### src/rtl/waypoint_follow_controller_unit_macros.svh
// ----------------------------------------------------------------------------
// Waypoint follow controller assertion macros
// Shared concurrent assertion forms for the waypoint follow controller.
// ----------------------------------------------------------------------------
`ifndef WAYPOINT_FOLLOW_CONTROLLER_UNIT_MACROS_SVH
`define WAYPOINT_FOLLOW_CONTROLLER_UNIT_MACROS_SVH

// same-cycle implication
`define WFC_ASSERT_IMP(label, clk, rst_n, ante, cons, msg) \
    label: assert property (@(posedge clk) disable iff (!rst_n) (ante) |-> (cons)) \
        else $error(msg);

// next-cycle implication
`define WFC_ASSERT_NXT(label, clk, rst_n, ante, cons, msg) \
    label: assert property (@(posedge clk) disable iff (!rst_n) (ante) |=> (cons)) \
        else $error(msg);

`endif

### src/rtl/wfc_pkg.sv
// ----------------------------------------------------------------------------
// Waypoint follow controller package
// Payload types, command and status groups, codes and constants.
// ----------------------------------------------------------------------------
package wfc_pkg;

    typedef struct packed {
        logic               action;
        logic [7:0]         waypoint_index;
        logic signed [31:0] waypoint_x;
        logic signed [31:0] waypoint_y;
        logic signed [31:0] pos_x;
        logic signed [31:0] pos_y;
        logic signed [15:0] quat_w;
        logic signed [15:0] quat_x;
        logic signed [15:0] quat_y;
        logic signed [15:0] quat_z;
    } wfc_request_t;

    typedef struct packed {
        logic signed [15:0] forward_cmd;
        logic signed [15:0] turn_cmd;
        logic [1:0]         mode;
        logic               reached;
        logic [8:0]         target_index;
    } wfc_result_t;

    typedef struct packed {
        logic [30:0]        tolerance;
        logic signed [15:0] linear_speed;
        logic signed [15:0] turn_speed;
        logic signed [15:0] start_heading;
        logic [8:0]         waypoint_count;
    } wfc_cfg_t;

    typedef struct packed {
        logic accept_wr;
        logic accept_od;
        logic diff;
        logic start_mul;
        logic start_yaw;
        logic start_bear;
        logic commit;
    } wfc_cmd_t;

    typedef struct packed {
        logic mul_busy;
        logic cordic_busy;
        logic sqrt_busy;
    } wfc_stat_t;

    localparam logic ACT_WRITE = 1'b0;
    localparam logic ACT_ODOM  = 1'b1;

    localparam logic [1:0] MODE_MOVE   = 2'd0;
    localparam logic [1:0] MODE_ALIGN  = 2'd1;
    localparam logic [1:0] MODE_TRACK  = 2'd2;
    localparam logic [1:0] MODE_FINISH = 2'd3;

    localparam logic [2:0] REG_TOLERANCE     = 3'd0;
    localparam logic [2:0] REG_LINEAR_SPEED  = 3'd1;
    localparam logic [2:0] REG_TURN_SPEED    = 3'd2;
    localparam logic [2:0] REG_START_HEADING = 3'd3;
    localparam logic [2:0] REG_WAYPOINT_CNT  = 3'd4;

    localparam logic [30:0] TOLERANCE_RST = 31'd655;
    localparam logic [31:0] DIST_MAX      = 32'h7FFF_FFFF;

    localparam logic signed [15:0] MOVE_SPEED     = 16'sd205;
    localparam logic signed [16:0] ALIGN_DEADBAND = 17'sd25;
    localparam logic signed [31:0] ALIGN_OFFSET   = 32'sd410;
    localparam logic signed [12:0] ALIGN_GAIN     = 13'sd2621;
    localparam logic signed [17:0] DIR_DEADBAND   = 18'sd819;
    localparam logic signed [17:0] TWO_PI_Q13     = 18'sd51472;
    localparam logic signed [15:0] HALF_PI_Q13    = 16'sd12868;
    localparam logic signed [19:0] PI_Q13         = 20'sd25736;
    localparam logic signed [19:0] HALF_PI_Q16    = 20'sd102944;

    function automatic logic signed [19:0] atan_entry(input logic [3:0] i);
        logic signed [19:0] v;
        case (i)
            4'd0:    v = 20'sd51472;
            4'd1:    v = 20'sd30386;
            4'd2:    v = 20'sd16055;
            4'd3:    v = 20'sd8150;
            4'd4:    v = 20'sd4091;
            4'd5:    v = 20'sd2047;
            4'd6:    v = 20'sd1024;
            4'd7:    v = 20'sd512;
            4'd8:    v = 20'sd256;
            4'd9:    v = 20'sd128;
            4'd10:   v = 20'sd64;
            4'd11:   v = 20'sd32;
            4'd12:   v = 20'sd16;
            4'd13:   v = 20'sd8;
            4'd14:   v = 20'sd4;
            default: v = 20'sd2;
        endcase
        return v;
    endfunction

endpackage

### src/rtl/wfc_ctrl.sv
// ----------------------------------------------------------------------------
// Waypoint follow controller sequencer
// Steps one odometry request through the datapath and holds the result valid.
// ----------------------------------------------------------------------------
module wfc_ctrl (
    input  logic               clk,
    input  logic               rst_n,
    input  logic               request_valid,
    input  logic               request_action,
    output logic               request_ready,
    output logic               result_valid,
    input  logic               result_ready,
    output wfc_pkg::wfc_cmd_t  cmd,
    input  wfc_pkg::wfc_stat_t stat
);

    localparam logic [3:0] S_IDLE  = 4'd0;
    localparam logic [3:0] S_DIFF  = 4'd1;
    localparam logic [3:0] S_MULS  = 4'd2;
    localparam logic [3:0] S_MULW  = 4'd3;
    localparam logic [3:0] S_YAWS  = 4'd4;
    localparam logic [3:0] S_YAWW  = 4'd5;
    localparam logic [3:0] S_BEARS = 4'd6;
    localparam logic [3:0] S_BEARW = 4'd7;
    localparam logic [3:0] S_DONE  = 4'd8;

    logic [3:0] state_reg, state_next;
    logic       valid_reg, valid_next;
    logic       out_free;

    always_comb
    begin
        state_next = state_reg;
        cmd        = '0;
        out_free   = !valid_reg || result_ready;
        valid_next = valid_reg && !result_ready;
        case (state_reg)
            S_IDLE:
            begin
                if (request_valid)
                begin
                    if (request_action == wfc_pkg::ACT_ODOM)
                    begin
                        cmd.accept_od = 1'b1;
                        state_next    = S_DIFF;
                    end
                    else
                    begin
                        cmd.accept_wr = 1'b1;
                    end
                end
            end
            S_DIFF:
            begin
                cmd.diff   = 1'b1;
                state_next = S_MULS;
            end
            S_MULS:
            begin
                cmd.start_mul = 1'b1;
                state_next    = S_MULW;
            end
            S_MULW:
            begin
                if (!stat.mul_busy)
                begin
                    state_next = S_YAWS;
                end
            end
            S_YAWS:
            begin
                cmd.start_yaw = 1'b1;
                state_next    = S_YAWW;
            end
            S_YAWW:
            begin
                if (!stat.cordic_busy)
                begin
                    state_next = S_BEARS;
                end
            end
            S_BEARS:
            begin
                cmd.start_bear = 1'b1;
                state_next     = S_BEARW;
            end
            S_BEARW:
            begin
                if (!stat.cordic_busy && !stat.sqrt_busy)
                begin
                    state_next = S_DONE;
                end
            end
            S_DONE:
            begin
                if (out_free)
                begin
                    cmd.commit = 1'b1;
                    valid_next = 1'b1;
                    state_next = S_IDLE;
                end
            end
            default:
            begin
                state_next = S_IDLE;
            end
        endcase
    end

    always_ff @(posedge clk or negedge rst_n)
    begin
        if (!rst_n)
        begin
            state_reg <= S_IDLE;
            valid_reg <= 1'b0;
        end
        else
        begin
            state_reg <= state_next;
            valid_reg <= valid_next;
        end
    end

    assign request_ready = (state_reg == S_IDLE);
    assign result_valid  = valid_reg;

endmodule

### config.mk
export PLATFORM = sky130hd
export DESIGN_NAME = wfc_ctrl
export DESIGN_NICKNAME = d
export VERILOG_FILES = /design/src/rtl/waypoint_follow_controller_unit_macros.svh /design/src/rtl/wfc_pkg.sv /design/src/rtl/wfc_ctrl.sv
export SDC_FILE = /design/constraint.sdc
export NUM_CORES = 1
export LEC_CHECK = 0
export ABC_AREA = 1
export BUFFER_PORTS_ARGS = -buffer_cell sky130_fd_sc_hd__buf_2
export CORE_AREA = 3 3 40 42
export DETAILED_ROUTE_END_ITERATION = 12
export DIE_AREA = 0 0 43 45
export PLACE_DENSITY = 0.58
export SLEW_MARGIN = 10
export SYNTH_ARGS = -nofsm -noshare
export SYNTH_HDL_FRONTEND = slang
export SYNTH_SLANG_ARGS = --single-unit
### constraint.sdc
create_clock -name clk -period 1.8 [get_ports clk]
set_clock_uncertainty 0.2 [all_clocks]
set_input_delay 0 -clock clk [delete_from_list [all_inputs] [get_ports clk]]
set_output_delay 0 -clock clk [all_outputs]
set_load 0.01 [all_outputs]
## After elaboration in Yosys (flattened, before gate mapping)

Index checks and enable logic that the tools add are counted.

- Register bits: 5
- Bits of input ports: 8
- Logic and storage cells: 44

- Equal/unequal tests: 14
- Multiplexer cells: 19
- Reductions and logical operators: 9

Operators by type and width:

| operator | number |
|---|---|
| 4-bit case mux with 9 select lines | 1 |
| 4-bit 2-to-1 mux | 6 |
| 4-bit by 3-bit equality test with 1-bit output, second input constant | 4 |
| 2-bit inequality test, second input constant | 6 |
| 1-bit 2-to-1 mux | 10 |
| 4-bit by 2-bit equality test with 1-bit output, second input constant | 2 |
| 6-bit AND reduction | 1 |
| 4-bit by 1-bit equality test with 1-bit output, second input constant | 1 |
| 4-bit equality test, second input constant | 1 |
| 1-bit logical NOT | 4 |
| 4-bit logical NOT | 1 |
| 2-bit 2-to-1 mux | 2 |
| 1-bit logical AND | 2 |
| 1-bit logical OR | 1 |

## Logic depth before layout (Yosys ltp)

Gate-level depths: netlist of run 1.

- Word-level depth: 4
- Depth in mapped cells: 7

## Least setup slack after synthesis of run 1

Ideal clock, no wire load.

- Kind: register to output
- From: register state_reg[1]
- To: output port cmd[6] (netlist bit)
- Arrival time: 1102 ps
- Required time: 1600 ps
- Setup slack: 498 ps
- Stages on the path, launching flop included: 6
- Path through: dfrtp_1 -> nor2_2 -> inv_1 -> nor2_2 -> nand2_1 -> nor2_1

RTL lines:

| what | line | text |
|---|---|---|
| start: declaration | wfc_ctrl.sv:27 | `logic [3:0] state_reg, state_next;` |
| start signal: assignment | wfc_ctrl.sv:119 | `state_reg <= state_next;` |
| end: declaration | wfc_ctrl.sv:13 | `output wfc_pkg::wfc_cmd_t cmd,` |

==> results of run 1 <==
per-layer routing:
metal  global-route usage (%)  vias up  wire (µm)
met2                     19.2       13        448
met4                     3.61        0          0
met3                     4.78        0         68
li1                         -      250          -
met5                        0        -          0
met1                     15.1      185        445
what timing repair did:
item,in CTS,in global routing
endpoints found under the setup margin,0,1
hold buffers,4,0
resized for setup,0,1
endpoints found under the hold margin,9,0
power breakdown:
group / leakage, nW / switching (W) / total [W] / internal [W]
clock network: 0.0150 / 0.0000421 / 0.000126 / 0.0000836
logic: 0.267 / 0.000348 / 0.000571 / 0.000223
registers: 0.0640 / 0.0000742 / 0.000233 / 0.000158
total: 0.346 / 0.000465 / 0.000930 / 0.000465
cells in the final DEF (no fill, tap or decap), types with 4 or more instances in the layout:
cell / n
nand2_2: 4
buf_2: 16
dlygate4sd3_1: 4
nor3_1: 5
nor2_4: 4
nor2_1: 6
dfrtp_1: 5
nand3_1: 5
inv_1: 8
inv_2: 4
nand2_1: 9
nand3_2: 4
area by class of cell:
class | count | area [µm²]
well taps | 15 | 18.8
inverters | 13 | 50.0
flip-flops and latches | 5 | 125
repair buffers | 20 | 120
multi-input cells | 46 | 275
fillers | 139 | 669
clock buffers | 4 | 26.3
worst paths after layout:
kind,end,slack (ns)
min reg2reg,result_valid$_DFF_PN0_,0.38
max reg2reg,state_reg[0]$_DFFE_PN0P_,0.37
max in group asynchronous,state_reg[3]$_DFFE_PN0P_,0.74
min in group asynchronous,state_reg[1]$_DFFE_PN0P_,0.47
min,state_reg[1]$_DFFE_PN0P_,0.007
max,cmd[6],0.22
synthesized netlist by cell type, drive strengths merged:
master / count
dfrtp: 5
nand2: 13
nand3: 9
nor3: 5
o21ai: 2
nor2: 13
o21bai: 3
clkinv: 1
nand3b: 1
inv: 12
metrics by stage:
stage	hold WS (ns)	power [W]	area, µm²
2_1_floorplan	-0.496	0.000651	445
3_3_place_gp	-0.379	0.000803	544
6_report	0.00658	0.000930	616
5_1_grt	0.0287	0.00104	616
3_5_place_dp	-0.379	0.000794	544
4_1_cts	0.00166	0.000935	611
logic make-up (layout without fill, tap and decap cells):
family / after synthesis / count (layout) / share of synthesized area (%)
flops: 5 / 5 / 28.1
simple gates: 41 / 41 / 53.4
buf+inv: 13 / 37 / 11.2
compound gates: 5 / 5 / 7.30
worst max-delay path, delay by kind of cell, from the launching register on:
| kind | cells | cell delay, ns |
|---|---|---|
| flip-flops | 1 | 0.44 |
| AND/OR/NAND/NOR | 4 | 0.44 |
| buffers and inverters | 2 | 0.25 |
==> flow_metrics.py, run 1 <==
metrics = {
    "floorplanning": {
        "die_area_um2": 1940,
        "die_y_um": 45,
        "die_w_um": 43,
        "core_area_um2": 1280,
        "start_util_pct": 34.7,
        "io_pins": 17,
        "row_count": 13,
    },
    "hold_path": {
        "worstHoldPathType": "input pin to register",
        "hp-start": "stat[1]",
        "whs_path_depth": 5,
    },
    "critical_path": {
        "ff2ff_path_depth": 6,
        "required_ns": 1.60,
        "start_kind": "register",
        "critPathKind": "register to output port",
        "reg2reg_from": "state_reg[0]$_DFFE_PN0P_",
        "critPathCaptureType": "output port",
        "crit_top_cell": "nor2_2",
        "startpoint": "state_reg[3]$_DFFE_PN0P_",
        "crit_path_top_delay_cell": "dfrtp_1",
        "cpPeakStageDelay_ns": 0.44,
        "cp.arrival_ns": 1.38,
        "path_cells": "nor2_2 -> inv_1 -> nor2_2 -> nand2_1 -> nor2_1 -> buf_2",
        "cp_max_fo": 5,
    },
    "synthesis": {
        "synth.top_cell.area_share_pct": 28.1,
        "ys_types": 15,
        "avgSynthCellArea_um2": 6.96,
        "syn-num-nets": 72,
        "syn_area_um2": 445,
        "ys_seq_elements": 5,
        "ys_seq_area_share_pct": 28.1,
        "synthCells": 64,
        "synth.largest_area_cell": "dfrtp_1",
        "synth_warnings": 0,
        "synth_area_leaders": "dfrtp_1 28%, nand3_2 9.0%, nand2_1 7.6%, nor2_4 7.6%, inv_1 6.7%",
    },
    "global_route": {
        "antenna_found_initial": 0,
        "grt_pass1_wl_mm": 1.73,
        "grt_max_degree": 7,
        "grt-ovfl-total": 0,
        "grt_usage_pct": 12.0,
        "grt_pass1_vias": 420,
    },
    "drt": {
        "vias": 448,
        "wirelength_um": 962,
        "first_iter_violations": 10,
        "viasPerCell": 4.35,
        "drc": 0,
        "wl_per_cell_um": 9.34,
        "ant_nets": 0,
        "dr.pass1.iters": 4,
    },
    "layout": {
        "layoutNonFillerInstCount": 103,
        "fin_util_pct": 47.9,
        "antenna_cells": 0,
        "largest_register_ffs": 4,
        "nets": 97,
        "drive_above_1_share_pct": 44.3,
        "area_growth_pct": 38.2,
    },
    "cts": {
        "cts.root.buffer_cell": "clkbuf_4",
        "htreeDepth": 1,
        "cts.sinks": 5,
        "worstSkewPairLatency_ns": 0.24,
        "clk_pin_slew_ns": 0.04,
        "clock_path_buffers": 2,
        "post_cts_buffers": 0,
        "cts_buffers": 3,
        "cts_tree": "done",
    },
    "place": {
        "place.gp.congestion": 0.754,
        "dp.cells": 95,
        "hpwl_um": 815,
        "dp_slack_ns": 0.335,
        "port_buffers": 16,
    },
    "sta": {
        "finalHoldViolCount": 0,
        "worst_pin_slew_ns": 0.277,
        "fin_tns_setup_ns": 0,
        "rsz0062_at_grt": "no",
        "period_needed_ns": 1.58,
        "max_freq_mhz": 634,
        "setup_ws_ns": 0.223,
        "slew_headroom_pct": 81.5,
        "fin_crit_sh_pct": 87.6,
        "setup_viol": 0,
        "final_max_slew_viol_count": 0,
    },
    "pwr": {
        "p_leak_nw": 0.346,
        "powerDensity_nw_per_um2": 1510,
        "ir_drop_uv": 728,
    },
    "run": {
        "maxCapViolations": 0,
    },
    "outcome": {
        "run_status": "finished, final reports clean",
    },
}
Power figures use the tool's default switching activity.
==> run 2, diff against run 1 <==
==> constraint.sdc (replaced) <==
create_clock -name clk -period 1.8 [get_ports clk]
set_clock_uncertainty 0.2 [all_clocks]
set_input_delay 0.27 -clock clk [delete_from_list [all_inputs] [get_ports clk]]
set_output_delay 0.27 -clock clk [all_outputs]
set_load 0.01 [all_outputs]
==> run 2 against run 1 <==
  * Total power up 20%
  * Largest power group unchanged
  * First-iteration DRC count down 50%
  * Non-clock buffer count up 3
  * Die area unchanged
  * Sequential share of layout area down 0.25 points
  * Flip-flop and latch count unchanged
  * Count of clock-buffer cells in the layout unchanged
  * Sequential power about the same
  * Setup slack worse by 0.14 ns
==> flow_metrics.py, run 2 (synthesis results as in run 1) <==
metrics = {
    "global_route": {
        "grt_usage_pct": 12.7,
        "antenna_found_initial": 0,
        "grt_pass1_wl_mm": 1.75,
        "grt_max_degree": 7,
        "grt_pass1_vias": 427,
        "grt-ovfl-total": 0,
    },
    "sta": {
        "period_needed_ns": 1.72,
        "setup_ws_ns": 0.0794,
        "final_max_slew_viol_count": 0,
        "max_freq_mhz": 581,
        "setup_viol": 0,
        "rsz0062_at_grt": "yes",
        "slew_headroom_pct": 86.8,
        "finalHoldViolCount": 0,
        "fin_crit_sh_pct": 95.6,
        "worst_pin_slew_ns": 0.196,
    },
    "cts": {
        "clk_pin_slew_ns": 0.05,
        "htreeDepth": 1,
        "cts.sinks": 5,
        "cts_tree": "done",
        "cts_buffers": 3,
        "cts.root.buffer_cell": "clkbuf_4",
        "worstSkewPairLatency_ns": 0.26,
        "clock_path_buffers": 2,
    },
    "run": {
        "maxCapViolations": 0,
    },
    "hold_path": {
        "hp-start": "result_ready",
        "whs_path_depth": 2,
        "worstHoldPathType": "input pin to register",
    },
    "layout": {
        "n_fill_cell": 140,
        "area_growth_pct": 45.5,
        "seqCellArea_um2": 130,
        "layoutNonFillerInstCount": 106,
        "drive_above_1_share_pct": 56.0,
        "nets": 100,
        "mostFrequentLayoutCell": "buf_2",
        "largest_register_ffs": 4,
        "antenna_cells": 0,
        "final_cell_mix": "16 x buf_2, 9 x nand2_1",
        "multi_input_area_um2": 285,
    },
    "pwr": {
        "p_int_w": 0.000574,
        "switching_share_pct": 48.6,
        "powerDensity_nw_per_um2": 1720,
        "switchingPower_w": 0.000543,
        "power_frac_seq_pct": 21.0,
        "power_w": 0.00112,
        "clkPwrFrac_pct": 12.3,
        "p_leak_nw": 0.357,
        "ir_drop_uv": 867,
        "combPwrFrac_pct": 66.7,
    },
    "critical_path": {
        "ff2ff_path_depth": 7,
        "cp_max_fo": 5,
        "critPathCaptureType": "output port",
        "required_ns": 1.33,
        "reg2reg_from": "state_reg[3]$_DFFE_PN0P_",
        "cp.arrival_ns": 1.25,
        "startpoint": "state_reg[3]$_DFFE_PN0P_",
        "critPathKind": "register to output port",
        "start_kind": "register",
    },
    "outcome": {
        "run_status": "finished, final reports clean",
    },
    "place": {
        "dp_slack_ns": 0.293,
        "dp.cells": 97,
        "place.gp.congestion": 0.815,
        "port_buffers": 16,
        "hpwl_um": 843,
    },
    "floorplanning": {
        "start_util_pct": 34.7,
        "die_y_um": 45,
        "row_count": 13,
        "die_area_um2": 1940,
        "core_area_um2": 1280,
        "die_w_um": 43,
        "io_pins": 17,
    },
    "drt": {
        "ant_nets": 0,
        "wirelength_mm": 1.13,
        "drc": 0,
        "vias": 480,
        "first_iter_violations": 5,
        "wl_per_cell_um": 10.7,
        "viasPerCell": 4.53,
        "dr.pass1.iters": 4,
    },
}
run 2: power groups by stage:
| stage | clock (W) | combinational, W | sequential (W) |
|---|---|---|---|
| 3_3_place_gp | 0 | 0.000615 | 0.000232 |
| 3_5_place_dp | 0 | 0.000612 | 0.000229 |
| 4_1_cts | 0.000142 | 0.000617 | 0.000228 |
| 6_report | 0.000137 | 0.000745 | 0.000235 |
| 2_1_floorplan | 0 | 0.000433 | 0.000218 |
| 5_1_grt | 0.000146 | 0.000822 | 0.000239 |
run 2: path summary, 6_finish.rpt:
path	to	slack [ns]
min in group asynchronous	state_reg[1]$_DFFE_PN0P_	0.16
min	result_valid$_DFF_PN0_	0.03
max in group asynchronous	state_reg[0]$_DFFE_PN0P_	1.09
max reg2reg	state_reg[2]$_DFFE_PN0P_	0.26
max	cmd[6]	0.08
min reg2reg	result_valid$_DFF_PN0_	0.36
run 2: cell type report:
class / instances / share of cell area, %
multi-input combinational: 46 / 44.0
inverter: 13 / 8.11
sequential: 5 / 20.1
tap: 15 / 2.90
clock buffer: 4 / 4.05
timing repair buffer: 23 / 20.8
run 2: routing by layer:
layer	routed length [µm]	track usage, %	vias to the layer above
met4	23	7.23	0
li1	-	-	254
met5	0	0	-
met1	466	14.0	208
met2	566	20.4	14
met3	76	5.98	4
run 2: critical path, cell delays in order, from the launching register on:
cell and delay (ns):
dfrtp_2 0.46, nor2_4 0.16, inv_4 0.06, nor2_4 0.07, nand2_1 0.05, nor2_1 0.07, buf_2 0.13
run 2: what timing repair did:
item	in CTS	in global routing
buffers inserted	0	4
hold buffers	1	0
gates resized for setup	0	10
endpoints found under the hold margin	5	0
endpoints found under the setup margin	0	4
run 2: stage by stage:
step | instance area (µm²) | TNS [ns] | util, % | hold WS, ns
6_report | 648 | 0 | 50.4 | 0.0309
5_1_grt | 648 | -0.0107 | 50.4 | 0.0376
4_1_cts | 596 | 0 | 46.3 | 0.0239
3_5_place_dp | 559 | 0 | 43.5 | -0.112
3_3_place_gp | 559 | 0 | 43.5 | -0.111
2_1_floorplan | 445 | 0 | - | -0.226
==> run 3, diff against run 2 <==
--- a/config.mk
+++ b/config.mk
@@ -7,10 +7,12 @@
 export LEC_CHECK = 0
 export ABC_AREA = 1
 export BUFFER_PORTS_ARGS = -buffer_cell sky130_fd_sc_hd__buf_2
-export CORE_AREA = 3 3 40 42
+export CELL_PAD_IN_SITES_DETAIL_PLACEMENT = 0
+export CELL_PAD_IN_SITES_GLOBAL_PLACEMENT = 1
+export CORE_MARGIN = 3
+export CORE_UTILIZATION = 31
 export DETAILED_ROUTE_END_ITERATION = 12
-export DIE_AREA = 0 0 43 45
-export PLACE_DENSITY = 0.58
+export PLACE_DENSITY = 0.74
 export SLEW_MARGIN = 10
 export SYNTH_ARGS = -nofsm -noshare
 export SYNTH_HDL_FRONTEND = slang
==> run 3 against run 2 <==
  * Total power down 8.8%
  * Design area down 4.2%
  * Critical endpoint unchanged
  * Core utilization down 3.3 points
  * Highest routed layer is now met3
  * Largest cell class unchanged
==> flow_metrics.py, run 3 (synthesis results as in run 1) <==
metrics = {
    "outcome": {
        "run_status": "finished, final reports clean",
    },
    "floorplanning": {
        "die_y_um": 43.9,
        "row_count": 13,
        "start_util_pct": 33.8,
        "io_pins": 17,
        "core_area_um2": 1320,
        "die_w_um": 43.9,
        "die_area_um2": 1930,
    },
    "critical_path": {
        "crit_top_cell": "nor2_4",
        "cpPeakStageDelay_ns": 0.46,
        "start_kind": "register",
        "crit_path_top_delay_cell": "dfrtp_2",
        "critPathKind": "register to output port",
        "cp.arrival_ns": 1.28,
        "path_cells": "nor2_4 -> inv_4 -> nor2_4 -> nand2_1 -> nor2_1 -> buf_2",
        "critPathCaptureType": "output port",
        "reg2reg_from": "state_reg[1]$_DFFE_PN0P_",
        "cp_max_fo": 5,
        "required_ns": 1.33,
        "startpoint": "state_reg[3]$_DFFE_PN0P_",
    },
    "place": {
        "placed_cell_area_um2": 552,
        "hpwl_um": 861,
        "port_buffers": 16,
        "place.gp.congestion": 0.762,
    },
    "sta": {
        "finalHoldViolCount": 0,
        "fin_crit_sh_pct": 97.1,
        "fin_tns_setup_ns": 0,
        "rsz0062_at_grt": "no",
        "worst_pin_slew_ns": 0.211,
        "slew_headroom_pct": 85.8,
        "max_freq_mhz": 572,
        "final_max_slew_viol_count": 0,
        "setup_viol": 0,
        "period_needed_ns": 1.75,
    },
    "drt": {
        "first_iter_violations": 4,
        "wirelength_mm": 1.07,
        "wl_per_cell_um": 10.5,
        "dr.pass1.iters": 3,
        "drc": 0,
        "viasPerCell": 4.59,
        "vias": 468,
        "ant_nets": 0,
    },
    "cts": {
        "cts_tree": "done",
        "worstSkewPairLatency_ns": 0.24,
        "clk_pin_slew_ns": 0.04,
        "cts.sinks": 5,
        "cts.root.buffer_cell": "clkbuf_4",
        "cts_buffers": 3,
        "htreeDepth": 1,
        "clock_path_buffers": 2,
    },
    "pwr": {
        "ir_drop_uv": 945,
        "switching_share_pct": 50.7,
        "switchingPower_w": 0.000517,
        "clkPwrFrac_pct": 12.5,
        "power_frac_seq_pct": 23.6,
        "power_w": 0.00102,
        "combPwrFrac_pct": 63.9,
        "powerDensity_nw_per_um2": 1640,
        "p_leak_nw": 0.343,
        "p_int_w": 0.000502,
    },
    "hold_path": {
        "worstHoldPathType": "input pin to register",
        "hp-start": "result_ready",
    },
    "global_route": {
        "grt_pass1_vias": 465,
        "grt_max_degree": 7,
        "grt-ovfl-total": 0,
        "grt_usage_pct": 12.8,
        "grt_pass1_wl_mm": 1.86,
        "antenna_found_initial": 0,
    },
    "layout": {
        "largest_register_ffs": 4,
        "finalInstanceArea_um2": 621,
        "area_growth_pct": 39.3,
        "final_cell_mix": "16 x buf_2, 9 x nand2_1, 7 x inv_1",
        "mostFrequentLayoutCell": "buf_2",
        "n_fill_cell": 156,
        "nets": 96,
        "drive_above_1_share_pct": 52.9,
        "antenna_cells": 0,
    },
    "run": {
        "maxCapViolations": 0,
    },
}
==> run 3: cell count changes in the layout (fill, tap and decap cells not counted), sizes merged <==
cell	delta
buf	-4
==> run 3: final cells by class <==
class                           instances  area, µm²  area share [%]
Sequential cell                         5        128            20.6
Inverter                               13       52.6            8.47
Tap cell                               15       18.8            3.02
Timing Repair Buffer                   19        105            16.9
Clock buffer                            4       26.3            4.23
Multi-Input combinational cell         46        290            46.8
==> run 3: final timing paths <==
| check | end | slack (ns) | depth (start not counted) |
|---|---|---|---|
| max | cmd[6] | 0.05 | 6 |
| min | result_valid$_DFF_PN0_ | 0.03 | 2 |
| max reg2reg | state_reg[0]$_DFFE_PN0P_ | 0.35 | 7 |
| min reg2reg | result_valid$_DFF_PN0_ | 0.36 | 2 |
| max in group asynchronous | state_reg[0]$_DFFE_PN0P_ | 1.09 | 2 |
| min in group asynchronous | result_valid$_DFF_PN0_ | 0.17 | 2 |
==> run 3: per-layer routing <==
layer | global-route usage (%) | vias to the layer above | share of wire (%)
met4 | 3.61 | 0 | 0
met5 | 0 | - | 0
met3 | 3.73 | 0 | 6.6
met1 | 16.8 | 210 | 47
met2 | 20.1 | 12 | 46
li1 | - | 246 | -
==> run 3: stage by stage <==
step / cells / hold slack, ns / utilization, % / setup WS (ns)
finish: 102 / 0.0313 / 47.1 / 0.0523
global route: 102 / 0.0337 / 47.1 / 0.00456
CTS: 101 / 0.0315 / 45.1 / 0.0149
detailed placement: 96 / -0.114 / 41.9 / 0.210
global placement: 96 / -0.115 / 41.9 / 0.240
floorplan: 64 / -0.226 / - / 0.228
==> run 3: power by group through the flow <==
| stage | registers [W] | logic [W] | clock network [W] |
|---|---|---|---|
| after floorplan | 0.000218 | 0.000433 | 0 |
| after global placement | 0.000232 | 0.000599 | 0 |
| after detailed placement | 0.000231 | 0.000593 | 0 |
| after CTS | 0.000235 | 0.000603 | 0.000132 |
| after global routing | 0.000245 | 0.000738 | 0.000143 |
| final | 0.000240 | 0.000651 | 0.000127 |
==> run 3: repair_timing <==
item                                   4_1_cts  5_1_grt
setup endpoints to repair                    1        5
cloned                                       0        0
buffers inserted                             0        1
resized for setup                            2        6
endpoints found under the hold margin        5        0
hold buffers                                 1        0
==> run 3: critical path: cells and delay by family (launching register included) <==
family                 cells  cell delay, ns
AND/OR/NAND/NOR            4            0.38
buffers and inverters      2            0.20
flip-flops                 1            0.46
